[src/rtl/sitoa_pkg.sv]
// ----------------------------------------------------------------------------
// sitoa_pkg
// Shared constants and types for the signed integer to decimal text converter.
// ----------------------------------------------------------------------------
package sitoa_pkg;

  // Width of the binary input and number of decimal digit cells.
  localparam int unsigned MagWidth  = 32;
  localparam int unsigned NumDigits = 10;
  localparam int unsigned CntWidth  = $clog2(MagWidth);
  localparam int unsigned RemWidth  = $clog2(NumDigits + 1);

  // ASCII codes.
  localparam logic [7:0] CharMinus = 8'd45;
  localparam logic [7:0] CharZero  = 8'd48;

  // Double-dabble correction: a digit of five or more gets three added.
  localparam logic [3:0] AdjThresh = 4'd5;
  localparam logic [3:0] AdjAdd    = 4'd3;

  // Control word that drives every cell of the chain.
  typedef struct packed {
    logic clear;        // Zero all digits.
    logic shift_bit;    // Adjust and shift in one binary bit.
    logic shift_digit;  // Move each digit one cell up.
  } chain_ctrl_t;

endpackage

[src/rtl/signed_int_to_decimal_ascii_top.sv]
// A '-' strobes in the cycle after the accepting edge when the number is
// negative; the digits follow once all magnitude bits are in the chain.
// The block stays busy after the accepting cycle through the 32 bit-serial
// steps of the digit chain and one readout step per digit cell (10).
// Reset: asynchronous and active low; the block comes up idle with no strobe.
// The receiver cannot stall: every character is strobed for exactly one cycle.
// ----------------------------------------------------------------------------
// signed_int_to_decimal_ascii_top
// Converts a signed 32-bit integer into its decimal ASCII text, one character
// per strobe, with the final character flagged.
// ----------------------------------------------------------------------------
module signed_int_to_decimal_ascii_top (
  input  logic        clk_i,
  input  logic        rst_ni,
  input  logic        start,
  output logic        busy,
  input  logic [31:0] value_i,
  output logic        char_valid_o,
  output logic [7:0]  char_code_o,
  output logic        last_char_o
);
  import sitoa_pkg::*;

  typedef enum logic [1:0] {
    StIdle,
    StConv,
    StDigits
  } state_e;

  state_e                state_q;
  logic [MagWidth-1:0]   mag_q;
  logic [CntWidth-1:0]   cnt_q;
  logic [RemWidth-1:0]   rem_q;
  logic                  started_q;
  logic                  valid_q;
  logic [7:0]            char_q;
  logic                  last_q;

  chain_ctrl_t           ctrl;
  logic [3:0]            top_digit;
  logic                  accept;
  logic                  negative;
  logic [MagWidth-1:0]   mag_abs;
  logic                  skip;

  assign accept   = start && (state_q == StIdle);
  assign negative = value_i[MagWidth-1];
  assign mag_abs  = negative ? (~value_i + 1'b1) : value_i;

  // A leading zero is dropped unless it is the only digit left.
  assign skip = !started_q && (top_digit == 4'd0) && (rem_q != RemWidth'(1));

  // Chain control.
  always_comb begin
    ctrl.clear       = accept;
    ctrl.shift_bit   = (state_q == StConv);
    ctrl.shift_digit = (state_q == StDigits);
  end

  sitoa_chain u_chain (
    .clk_i       (clk_i),
    .rst_ni      (rst_ni),
    .ctrl_i      (ctrl),
    .bit_i       (mag_q[MagWidth-1]),
    .top_digit_o (top_digit)
  );

  // Sequencer and registered character output.
  always_ff @(posedge clk_i or negedge rst_ni) begin
    if (!rst_ni) begin
      state_q   <= StIdle;
      cnt_q     <= '0;
      rem_q     <= '0;
      started_q <= 1'b0;
      valid_q   <= 1'b0;
      char_q    <= '0;
      last_q    <= 1'b0;
      mag_q     <= '0;
    end else begin
      valid_q <= 1'b0;
      unique case (state_q)
        StIdle: begin
          if (start) begin
            mag_q     <= mag_abs;
            cnt_q     <= '0;
            rem_q     <= RemWidth'(NumDigits);
            started_q <= 1'b0;
            state_q   <= StConv;
            if (negative) begin
              valid_q <= 1'b1;
              char_q  <= CharMinus;
              last_q  <= 1'b0;
            end
          end
        end
        StConv: begin
          mag_q <= {mag_q[MagWidth-2:0], 1'b0};
          cnt_q <= cnt_q + 1'b1;
          if (cnt_q == CntWidth'(MagWidth - 1)) begin
            state_q <= StDigits;
          end
        end
        StDigits: begin
          rem_q <= rem_q - 1'b1;
          if (!skip) begin
            started_q <= 1'b1;
            valid_q   <= 1'b1;
            char_q    <= CharZero + {4'b0000, top_digit};
            last_q    <= (rem_q == RemWidth'(1));
          end
          if (rem_q == RemWidth'(1)) begin
            state_q <= StIdle;
          end
        end
        default: begin
          state_q <= StIdle;
        end
      endcase
    end
  end

  assign busy         = (state_q != StIdle);
  assign char_valid_o = valid_q;
  assign char_code_o  = char_q;
  assign last_char_o  = last_q;

endmodule

[src/rtl/sitoa_cell.sv]
// ----------------------------------------------------------------------------
// sitoa_cell
// One BCD digit of the conversion chain. It runs the add-three-and-shift step
// of binary to BCD conversion, or passes its digit to the next cell up.
// ----------------------------------------------------------------------------
module sitoa_cell (
  input  logic                  clk_i,
  input  logic                  rst_ni,
  input  sitoa_pkg::chain_ctrl_t ctrl_i,
  input  logic                  bit_i,
  input  logic [3:0]            digit_i,
  output logic                  bit_o,
  output logic [3:0]            digit_o
);
  import sitoa_pkg::*;

  logic [3:0] digit_q;
  logic [3:0] digit_d;
  logic [3:0] adj;

  // Correct the digit so that the following shift carries properly.
  always_comb begin
    adj = (digit_q >= AdjThresh) ? (digit_q + AdjAdd) : digit_q;
  end

  assign bit_o   = adj[3];
  assign digit_o = digit_q;

  // Next digit value; the digit holds while the chain is idle.
  always_comb begin
    digit_d = digit_q;
    priority if (ctrl_i.clear) begin
      digit_d = '0;
    end else if (ctrl_i.shift_bit) begin
      digit_d = {adj[2:0], bit_i};
    end else if (ctrl_i.shift_digit) begin
      digit_d = digit_i;
    end else begin
      digit_d = digit_q;
    end
  end

  always_ff @(posedge clk_i or negedge rst_ni) begin
    if (!rst_ni) begin
      digit_q <= '0;
    end else begin
      digit_q <= digit_d;
    end
  end

endmodule

[src/rtl/sitoa_chain.sv]
// ----------------------------------------------------------------------------
// sitoa_chain
// Row of BCD digit cells. Binary bits enter at the least significant cell;
// carries and digits travel toward the most significant cell.
// ----------------------------------------------------------------------------
module sitoa_chain (
  input  logic                   clk_i,
  input  logic                   rst_ni,
  input  sitoa_pkg::chain_ctrl_t ctrl_i,
  input  logic                   bit_i,
  output logic [3:0]             top_digit_o
);
  import sitoa_pkg::*;

  logic [NumDigits:0] carry;
  logic [3:0]         digit [NumDigits];
  logic [3:0]         digit_in [NumDigits];

  assign carry[0] = bit_i;

  // Each cell takes the carry and digit of the cell below it.
  for (genvar g = 0; g < NumDigits; g++) begin : g_cell
    if (g == 0) begin : g_low
      assign digit_in[g] = '0;
    end else begin : g_up
      assign digit_in[g] = digit[g-1];
    end

    sitoa_cell u_cell (
      .clk_i   (clk_i),
      .rst_ni  (rst_ni),
      .ctrl_i  (ctrl_i),
      .bit_i   (carry[g]),
      .digit_i (digit_in[g]),
      .bit_o   (carry[g+1]),
      .digit_o (digit[g])
    );
  end

  // The carry out of the top cell is always zero for a 32-bit magnitude.
  logic unused_carry;
  assign unused_carry = carry[NumDigits];

  assign top_digit_o = digit[NumDigits-1];

endmodule

[config.mk]
export PLATFORM = sky130hd
export DESIGN_NAME = signed_int_to_decimal_ascii_top
export DESIGN_NICKNAME = d
export VERILOG_FILES = /design/src/rtl/sitoa_pkg.sv /design/src/rtl/signed_int_to_decimal_ascii_top.sv /design/src/rtl/sitoa_cell.sv /design/src/rtl/sitoa_chain.sv
export SDC_FILE = /design/constraint.sdc
export NUM_CORES = 1
export LEC_CHECK = 0
export ABC_AREA = 0
export BUFFER_PORTS_ARGS = -buffer_cell sky130_fd_sc_hd__clkbuf_2
export CAP_MARGIN = 40
export CORE_MARGIN = 4
export CORE_UTILIZATION = 25
export CTS_BUF_LIST = sky130_fd_sc_hd__clkbuf_4 sky130_fd_sc_hd__clkbuf_8
export DETAILED_ROUTE_END_ITERATION = 6
export SYNTH_ARGS = -nofsm -noshare
export SYNTH_HDL_FRONTEND = slang
export SYNTH_SLANG_ARGS = --single-unit
export TNS_END_PERCENT = 20
[constraint.sdc]
create_clock -name clk_i -period 3.7 [get_ports clk_i]
set_input_delay 1.11 -clock clk_i [delete_from_list [all_inputs] [get_ports clk_i]]
set_output_delay 1.11 -clock clk_i [all_outputs]
set_load 0.005 [all_outputs]
### Yosys cells after proc, flatten, opt, wreduce, memory -nomap -nowiden

Cells that the tools add are included.

* bits of input ports: 35
* logic and storage cells: 134
* register bits after elaboration: 94

* equal/unequal tests: 10
* $add $sub $neg: 14
* reduce and logical (&&, ||, !) cells: 15
* mux-type cells: 66
* bitwise logic cells: 1
* magnitude comparators: 10

Operator list (count)
* two-way mux 4 bit: 40
* two-way mux 32 bit: 2
* one-hot mux 32 bit (2 select lines): 1
* >= comparator 4 x 3 -> 1 bit (second input constant): 10
* adder 4 x 2 -> 4 bit (second input constant): 9
* adder 32 x 1 -> 32 bit (second input constant): 1
* inverter 32 bit: 1
* two-way mux 8 bit: 3
* one-hot mux 8 bit (2 select lines): 1
* one-hot mux 5 bit (2 select lines): 1
* two-way mux 1 bit: 8
* one-hot mux 4 bit (2 select lines): 1
* adder 6 x 4 -> 7 bit (first input constant): 1
* two-way mux 2 bit: 3
* != test 2 bit (second input constant): 3
* one-hot mux 1 bit (2 select lines): 3
* one-hot mux 2 bit (3 select lines): 1
* AND reduction 3 bit: 2
* nonzero test 2 bit: 3
* adder 5 x 1 -> 5 bit (second input constant): 1
* equality test 5 bit (second input constant): 1
* two-way mux 5 bit: 1
* equality test 4 x 1 -> 1 bit (second input constant): 1
* logical NOT 4 bit: 1
* 13 further kinds: 17

### Logic depth before layout (Yosys ltp)

Gate-level depths: netlist of the first run.

* depth after elaboration: 5
* gate-level depth with buffers: 9

### Cells and area by module

A second synthesis of the first run with hierarchy kept.

* cells, all modules: 699
* area, all modules: 6403.6 µm²

Modules (own cells, without submodules)
* sitoa_cell: seq. area each 100.1 µm², area each 344.1 µm², times used 10, cells each 39
* signed_int_to_decimal_ascii_top: seq. area each 1301.2 µm², area each 2959.1 µm², times used 1, cells each 308
* sitoa_chain: seq. area each 0.0 µm², area each 3.8 µm², times used 1, cells each 1

### Least setup slack after synthesis of the first run

No wires, ideal clock.

* path kind: input to register
* start: in value_i[10]
* end: reg mag_q[25]
* arrival time: 2.494 ns
* slack: 1.077 ns
* path buffers: 0
* cell stages on the path: 5
* cells stage by stage: nor4_4 nand4_4 or4_4 a211oi_1 nor3_2

* longest elaborated chain between the ends: 5

Ends and longest elaborated chain
* start, declared: RTL line signed_int_to_decimal_ascii_top.sv:17 `input logic [31:0] value_i,`
* inverter 32 bit: RTL line signed_int_to_decimal_ascii_top.sv:48 `assign mag_abs = negative ? (~value_i + 1'b1) : value_i;`
* adder 32 x 1 -> 32 bit: RTL line signed_int_to_decimal_ascii_top.sv:48
* two-way mux 32 bit: RTL line signed_int_to_decimal_ascii_top.sv:48
* two-way mux 32 bit: RTL line signed_int_to_decimal_ascii_top.sv:83 `if (start) begin`
* one-hot mux 32 bit (2 select lines): RTL line signed_int_to_decimal_ascii_top.sv:81 `unique case (state_q)`
* end signal, assigned: RTL line signed_int_to_decimal_ascii_top.sv:84 `mag_q <= mag_abs;`
* end signal, assigned: RTL line signed_int_to_decimal_ascii_top.sv:97 `mag_q <= {mag_q[MagWidth-2:0], 1'b0};`
* end, declared: RTL line signed_int_to_decimal_ascii_top.sv:31 `logic [MagWidth-1:0] mag_q;`

Every way passes these cells. The select of a mux whose other input is x is not followed.
A chain may end at the register's enable or synchronous reset.

### Worst setup path in the final report of the first run

* start: reg state_q[0]
* end: out busy

* longest elaborated chain between the ends: 1

Ends and longest elaborated chain
* start, declared: RTL line signed_int_to_decimal_ascii_top.sv:30 `state_e state_q;`
* start signal, assigned: RTL line signed_int_to_decimal_ascii_top.sv:71 `state_q <= StIdle;`
* start signal, assigned: RTL line signed_int_to_decimal_ascii_top.sv:88 `state_q <= StConv;`
* start signal, assigned: RTL line signed_int_to_decimal_ascii_top.sv:100 `state_q <= StDigits;`
* nonzero test 2 bit: RTL line signed_int_to_decimal_ascii_top.sv:122 `assign busy = (state_q != StIdle);`
* end, declared: RTL line signed_int_to_decimal_ascii_top.sv:16 `output logic busy,`

Every way passes these cells.

==> flow_summary_export.csv, run 1 <==
group,metric,value,unit
place,place.gp.congestion,0.806,
setup_path,setup.worst_path.start_class,"flip-flop",
final_layout,final_layout_size_suffix_gt1_share,13.6,%
route,first_iter_violations,290,
clock_network,cts_made_buffers,9,
synth,synth_top_area_share,38.9,%
floorplanning,die_y,162,um
setup_path,crit_path_end,"busy",
synth,yosys.area.top_type,"dfrtp_1",
global_routing,grt_pass1_vias,4734,
synth,synthFlopType,"dfrtp_1",
synth,ys_ff_latch,92,
setup_path,r2r-start,"state_q[1]",
route,routed_wl,14.1,mm
clock_network,cts.repair.resized,0,
pwr,ir_drop,0.000281,V
route,wl_per_cell,13.6,um
place,numPortBuffers,43,
clock_network,max-clock-path-buffers,2,
job,drv_cap,0,
setup_path,cp_max_fo,10,
global_routing,grt_util_all_layers,11.0,%
route,via_per_inst,4.89,
outcome,status,"complete, no violations",
sta,fmax,356,MHz
final_layout,n_antenna_cell,0,
clock_network,cts_tree,"yes",
sta,relSlewSlack,47.1,%
setup_path,r2r_slack,1.45,ns
worst_hold_path,holdCritPathClass,"reg2reg",
route,drtPass1Iterations,5,
global_routing,grt_max_degree,60,
sta,setup_viol,0,
final_layout,layout_common_cells,"dfrtp_1, o21ai_0, a21oi_1",
synth,syn_area_per_cell,8.73,um^2
synth,ys_types,58,
sta,min_period_over_period,75.9,%
global_routing,grt_pass1_wl,23.8,mm
setup_path,crit_type,"reg2out",
setup_path,reg2reg_depth,7,
final_layout,layout_commonest_cell,"dfrtp_1",
final_layout,post-route-util,28.7,%
route,ant_nets,0,
route,vias,5045,
synth,yosysSeqAreaShare,38.9,%
sta,worstMarginPinSlew,0.793,ns
pwr,power_leakage,2.74,nW
synth,ys_warn_count,0,
clock_network,cts_root_buf,"clkbuf_8",
setup_path,critPathRequiredTime,2.59,ns
sta,slew_viol_final,0,
setup_path,crit_arrival,1.70,ns
pwr,p_per_area,672,nW/um^2
synth,synthArstFlopShare,100,%
sta,tns,0,ns
clock_network,ctsHoldBuffers,0,
route,drc,0,
floorplanning,initial_core_util,25.3,%
global_routing,grt_util_met1,15.1,%
floorplanning,die-area,26200,um^2
synth,synth_edf_count,0,
floorplanning,die_w,162,um
global_routing,grt_use_met3,2.56,%
floorplanning,io_pins,46,
pwr,power,0.00451,W
sta,hold_viol_final,0,
synth,synth.cell_area,5920,um^2
floorplanning,core_area,23400,um^2
place,dpl.hpwl,9.84,mm
clock_network,insertion_delay,0.38,ns
global_routing,grt_busiest_layer,"met2",
floorplanning,row_count,56,
setup_path,setup.worst_path.start,"state_q[0]",
sta,period_minus_slack,2.81,ns
global_routing,grt_util_met2,17.0,%
synth,synth_cells,678,
global_routing,antenna_found_initial,0,
sta,clock_skew,0.00573,ns
setup_path,rr_endpoint,"mag_q[16]",
clock_network,cts.sinks,92,
final_layout,area_delta_synth_final,13.4,%
synth,yosys-top-cells-area,"dfrtp_1, ha_1, o21ai_0, a21oi_1, a211oi_1",
clock_network,postCtsSetupBuffers,0,
final_layout,num-nets-final,772,
clock_network,htree_levels,3,
clock_network,clkTransAtPathRegs,0.09,ns
setup_path,cp-end-kind,"output pin",
sta,rsz0062_at_grt,"false",
global_routing,gr-total-overflow,0,
[flip-flops by register name, summed over array words and instances, names as in the netlist]
| signal | flops |
|---|---|
| char_code_o | 6 |
| char_valid_o | 1 |
| cnt_q | 5 |
| last_char_o | 1 |
| mag_q | 32 |
| rem_q | 4 |
| started_q | 1 |
| state_q | 2 |
| u_chain.g_cell.u_cell.digit_o | 40 |
[worst min path at each step]
stage                   start              to  slack, ns  cells after the start
2_1_floorplan        mag_q[4]        mag_q[4]       0.44                      2
4_1_cts        char_code_o[5]  char_code_o[5]       0.48                      1
3_3_place_gp   char_code_o[5]  char_code_o[5]       0.45                      1
5_1_grt        char_code_o[5]  char_code_o[5]       0.50                      1
6_report       char_code_o[5]  char_code_o[5]       0.48                      1
3_5_place_dp   char_code_o[5]  char_code_o[5]       0.46                      1
[metal layers]
layer	up-vias	part of all wire, %	wire length, um
met3	13	4.3	598
met2	118	45	6350
met4	0	1.6	220
met1	2396	49	6890
li1	2518	-	-
met5	-	0	0
[cells in the mapped netlist (2+ instances only)]
master	count
or3_1	3
o41ai_1	8
mux2i_1	15
o22a_1	3
o21ai_1	2
clkbuf_1	38
buf_4	2
xor2_1	20
nor3b_1	3
nor2b_1	3
nand2b_1	17
a311oi_1	3
xnor2_1	16
o21ai_0	68
o31ai_1	9
nor2_1	44
o22ai_1	8
nand4_1	3
nor3_2	2
nor4_4	2
or4_1	4
and3_1	16
a32o_1	2
nand3_1	10
ha_1	29
buf_1	2
dfrtp_1	92
or2_2	4
a211oi_1	25
nor4_1	3
o21bai_1	2
nand2_1	50
o211ai_1	20
nor3_1	20
inv_1	34
a21oi_1	66
or3b_2	4
o32ai_1	6
[kinds of logic (layout without fill, tap and decap cells)]
kind of cell,Yosys count,in the layout,synth area share (%)
xor+xnor,36,36,5.33
buf+inv,77,111,5.01
other cells,1,2,0.0634
simple gates,198,198,18.1
fa+ha+maj,29,29,6.13
mux,15,15,2.54
compound gates,230,230,23.9
flops,92,92,38.9
[final cells by class]
| type | count | area [um^2] |
|---|---|---|
| fillers | 2527 | 16700 |
| clock buffers | 10 | 138 |
| flip-flops and latches | 92 | 2300 |
| repair buffers | 60 | 365 |
| inverters | 35 | 131 |
| clock inverters | 6 | 47.5 |
| well taps | 319 | 399 |
| multi-input cells | 510 | 3330 |
[power by group]
part	internal (W)	switching [W]	leakage [nW]
logic	0.000868	0.00136	1.49
registers	0.00135	0.000284	1.15
clock network	0.000268	0.000386	0.0933
[worst max-delay path, cell delays in order (launching register included)]
cell and delay, ns:
dfrtp_1 0.41, inv_1 0.09, ha_1 0.37, inv_1 0.26, clkbuf_2 0.17
[through the flow]
stage	worst slack (ns)	hold slack, ns	instances	cell area, um^2
2_1_floorplan	1.08	0.445	679	5920
3_3_place_gp	0.668	0.452	1015	6500
3_5_place_dp	0.604	0.461	1016	6530
4_1_cts	0.826	0.484	1032	6710
5_1_grt	0.751	0.502	1032	6710
6_report	0.893	0.477	1032	6710
(Power assumes the default switching activity.)
==> run 2, diff against run 1 <==
==> constraint.sdc (replaced) <==
create_clock -name clk_i -period 2.8 [get_ports clk_i]
set_input_delay 0.84 -clock clk_i [delete_from_list [all_inputs] [get_ports clk_i]]
set_output_delay 0.84 -clock clk_i [all_outputs]
set_load 0.005 [all_outputs]
==> run 2 against run 1 <==
Against the previous run:
- cell area increased by 0.30%
- core utilization increased by 0.085 points
- worst setup slack worse by 0.57 ns
- non-clock buffer count rose by 2
- die area unchanged
- highest routed layer unchanged
- final cell count increased by 0.19%
==> flow_summary_export.csv, run 2 (synthesized netlist as in run 1, its figures left out) <==
group,metric,value,unit
clock_network,max-clock-path-buffers,2,
final_layout,num-nets-final,774,
floorplanning,die_y,162,um
global_routing,grt_util_met2,17.0,%
setup_path,cp_max_fo,10,
sta,setup_viol,0,
clock_network,cts_tree,"yes",
setup_path,cp-end-kind,"output pin",
setup_path,slowest_delay,0.41,ns
route,first_iter_violations,197,
setup_path,crit_type,"reg2out",
route,via_per_inst,4.85,
floorplanning,row_count,56,
sta,clock_skew,0.0163,ns
pwr,power_leakage,2.75,nW
place,numPortBuffers,43,
global_routing,grt_util_met1,15.3,%
setup_path,setup.worst_path.start_class,"flip-flop",
global_routing,antenna_found_initial,0,
route,drtPass1Iterations,4,
pwr,ir_drop,0.000385,V
route,routed_wl,14.0,mm
clock_network,htree_levels,3,
pwr,seq_power_share,36.2,%
route,ant_nets,0,
pwr,p_per_area,881,nW/um^2
place,place.gp.congestion,0.785,
pwr,p_sw,0.00268,W
global_routing,grt_use_met3,2.66,%
sta,tns,0,ns
clock_network,ctsHoldBuffers,0,
floorplanning,io_pins,46,
floorplanning,die_w,162,um
pwr,power_frac_comb,49.0,%
final_layout,layout_common_cells,"dfrtp_1, o21ai_0, a21oi_1",
final_layout,largest_reg_flops,40,
setup_path,reg2reg_depth,5,
setup_path,critPathRequiredTime,1.96,ns
global_routing,grt_pass1_vias,4793,
floorplanning,die-area,26200,um^2
final_layout,final_layout_size_suffix_gt1_share,13.8,%
final_layout,n_fill_cell,2554,
pwr,clkPwrFrac,14.8,%
sta,period_minus_slack,2.48,ns
sta,slew_viol_final,0,
pwr,swShare,45.1,%
final_layout,postLayoutCellArea,6730,um^2
global_routing,grt_util_all_layers,10.9,%
sta,rsz0062_at_grt,"false",
clock_network,cts.repair.resized,0,
job,drv_cap,0,
sta,fmax,403,MHz
global_routing,grt_max_degree,52,
floorplanning,core_area,23400,um^2
global_routing,grt_pass1_wl,24.0,mm
sta,relSlewSlack,58.6,%
setup_path,path_cells,"inv_1, ha_1, inv_1, clkbuf_2",
setup_path,crit_path_top_delay_cell,"dfrtp_1",
route,wl_per_cell,13.5,um
final_layout,post-route-util,28.8,%
route,vias,5019,
clock_network,clkTransAtPathRegs,0.10,ns
place,postPlaceCellArea,6550,um^2
clock_network,insertion_delay,0.38,ns
sta,worstMarginPinSlew,0.622,ns
global_routing,grt_busiest_layer,"met2",
route,drc,0,
outcome,status,"complete, no violations",
global_routing,gr-total-overflow,0,
clock_network,postCtsSetupBuffers,0,
sta,min_period_over_period,88.6,%
floorplanning,initial_core_util,25.3,%
setup_path,crit_top_cell,"inv_1",
worst_hold_path,holdCritPathClass,"in2async",
sta,hold_viol_final,0,
sta,setup_ws,0.320,ns
clock_network,cts_made_buffers,9,
place,dpl.hpwl,9.89,mm
final_layout,layout_commonest_cell,"dfrtp_1",
final_layout,area_delta_synth_final,13.8,%
setup_path,crit_arrival,1.64,ns
clock_network,cts.sinks,92,
final_layout,n_antenna_cell,0,
pwr,internal_power,0.00326,W
place,pre_cts_ws,0.0566,ns
clock_network,cts_root_buf,"clkbuf_8",
[run 2: cell types whose count changed in the layout (fill, tap and decap cells not counted)]
cell	before	now
inv_8	0	1
clkbuf_8	10	9
inv_6	2	4
buf_4	17	18
clkinv_4	2	0
clkbuf_4	0	1
buf_16	1	0
clkinv_2	1	0
buf_12	0	2
[run 2: final cells by class]
type	instances	area, um^2	share of cell area (%)
Sequential cell	92	2300	34.2
Timing Repair Buffer	62	385	5.72
Clock inverter	6	53.8	0.799
Multi-Input combinational cell	510	3330	49.4
Inverter	35	131	1.95
Clock buffer	10	131	1.95
Tap cell	319	399	5.93
[run 2: worst paths after layout]
path	slack, ns	startpoint	to
setup / recovery	0.32	state_q[1]	busy
hold / removal	0.42	rst_ni	u_chain.g_cell[5].u_cell.digit_o[0]
setup reg to reg	0.68	state_q[1]	u_chain.g_cell[2].u_cell.digit_o[3]
hold reg to reg	0.48	char_code_o[5]	char_code_o[5]
max in group asynchronous	1.76	rst_ni	u_chain.g_cell[2].u_cell.digit_o[2]
min in group clk_i	0.48	char_code_o[5]	char_code_o[5]
[run 2: power groups by stage]
stage	sequential, W	clock (W)	combinational, W
2_1_floorplan	0.00206	0	0.00222
3_3_place_gp	0.00217	0	0.00289
3_5_place_dp	0.00217	0	0.00294
4_1_cts	0.00215	0.000921	0.00294
5_1_grt	0.00222	0.000972	0.00332
6_report	0.00215	0.000881	0.00290
[run 2: routing by layer]
metal	part of all wire [%]	wire length, um
met5	0	0
met1	50	6940
met3	4.1	577
met2	45	6300
met4	1.0	144
[run 2: stage by stage]
step,instances,power [W],hold slack (ns)
floorplan,679,0.00429,0.445
global placement,1018,0.00506,0.453
detailed placement,1018,0.00511,0.462
CTS,1034,0.00600,0.415
global route,1034,0.00651,0.429
finish,1034,0.00593,0.415
[run 2: worst max-delay path: cells and delay by family, from the launching register on]
kind / cells / cell delay (ns)
buffers and inverters: 3 / 0.49
adder cells (fa/ha/maj): 1 / 0.37
flip-flops: 1 / 0.41
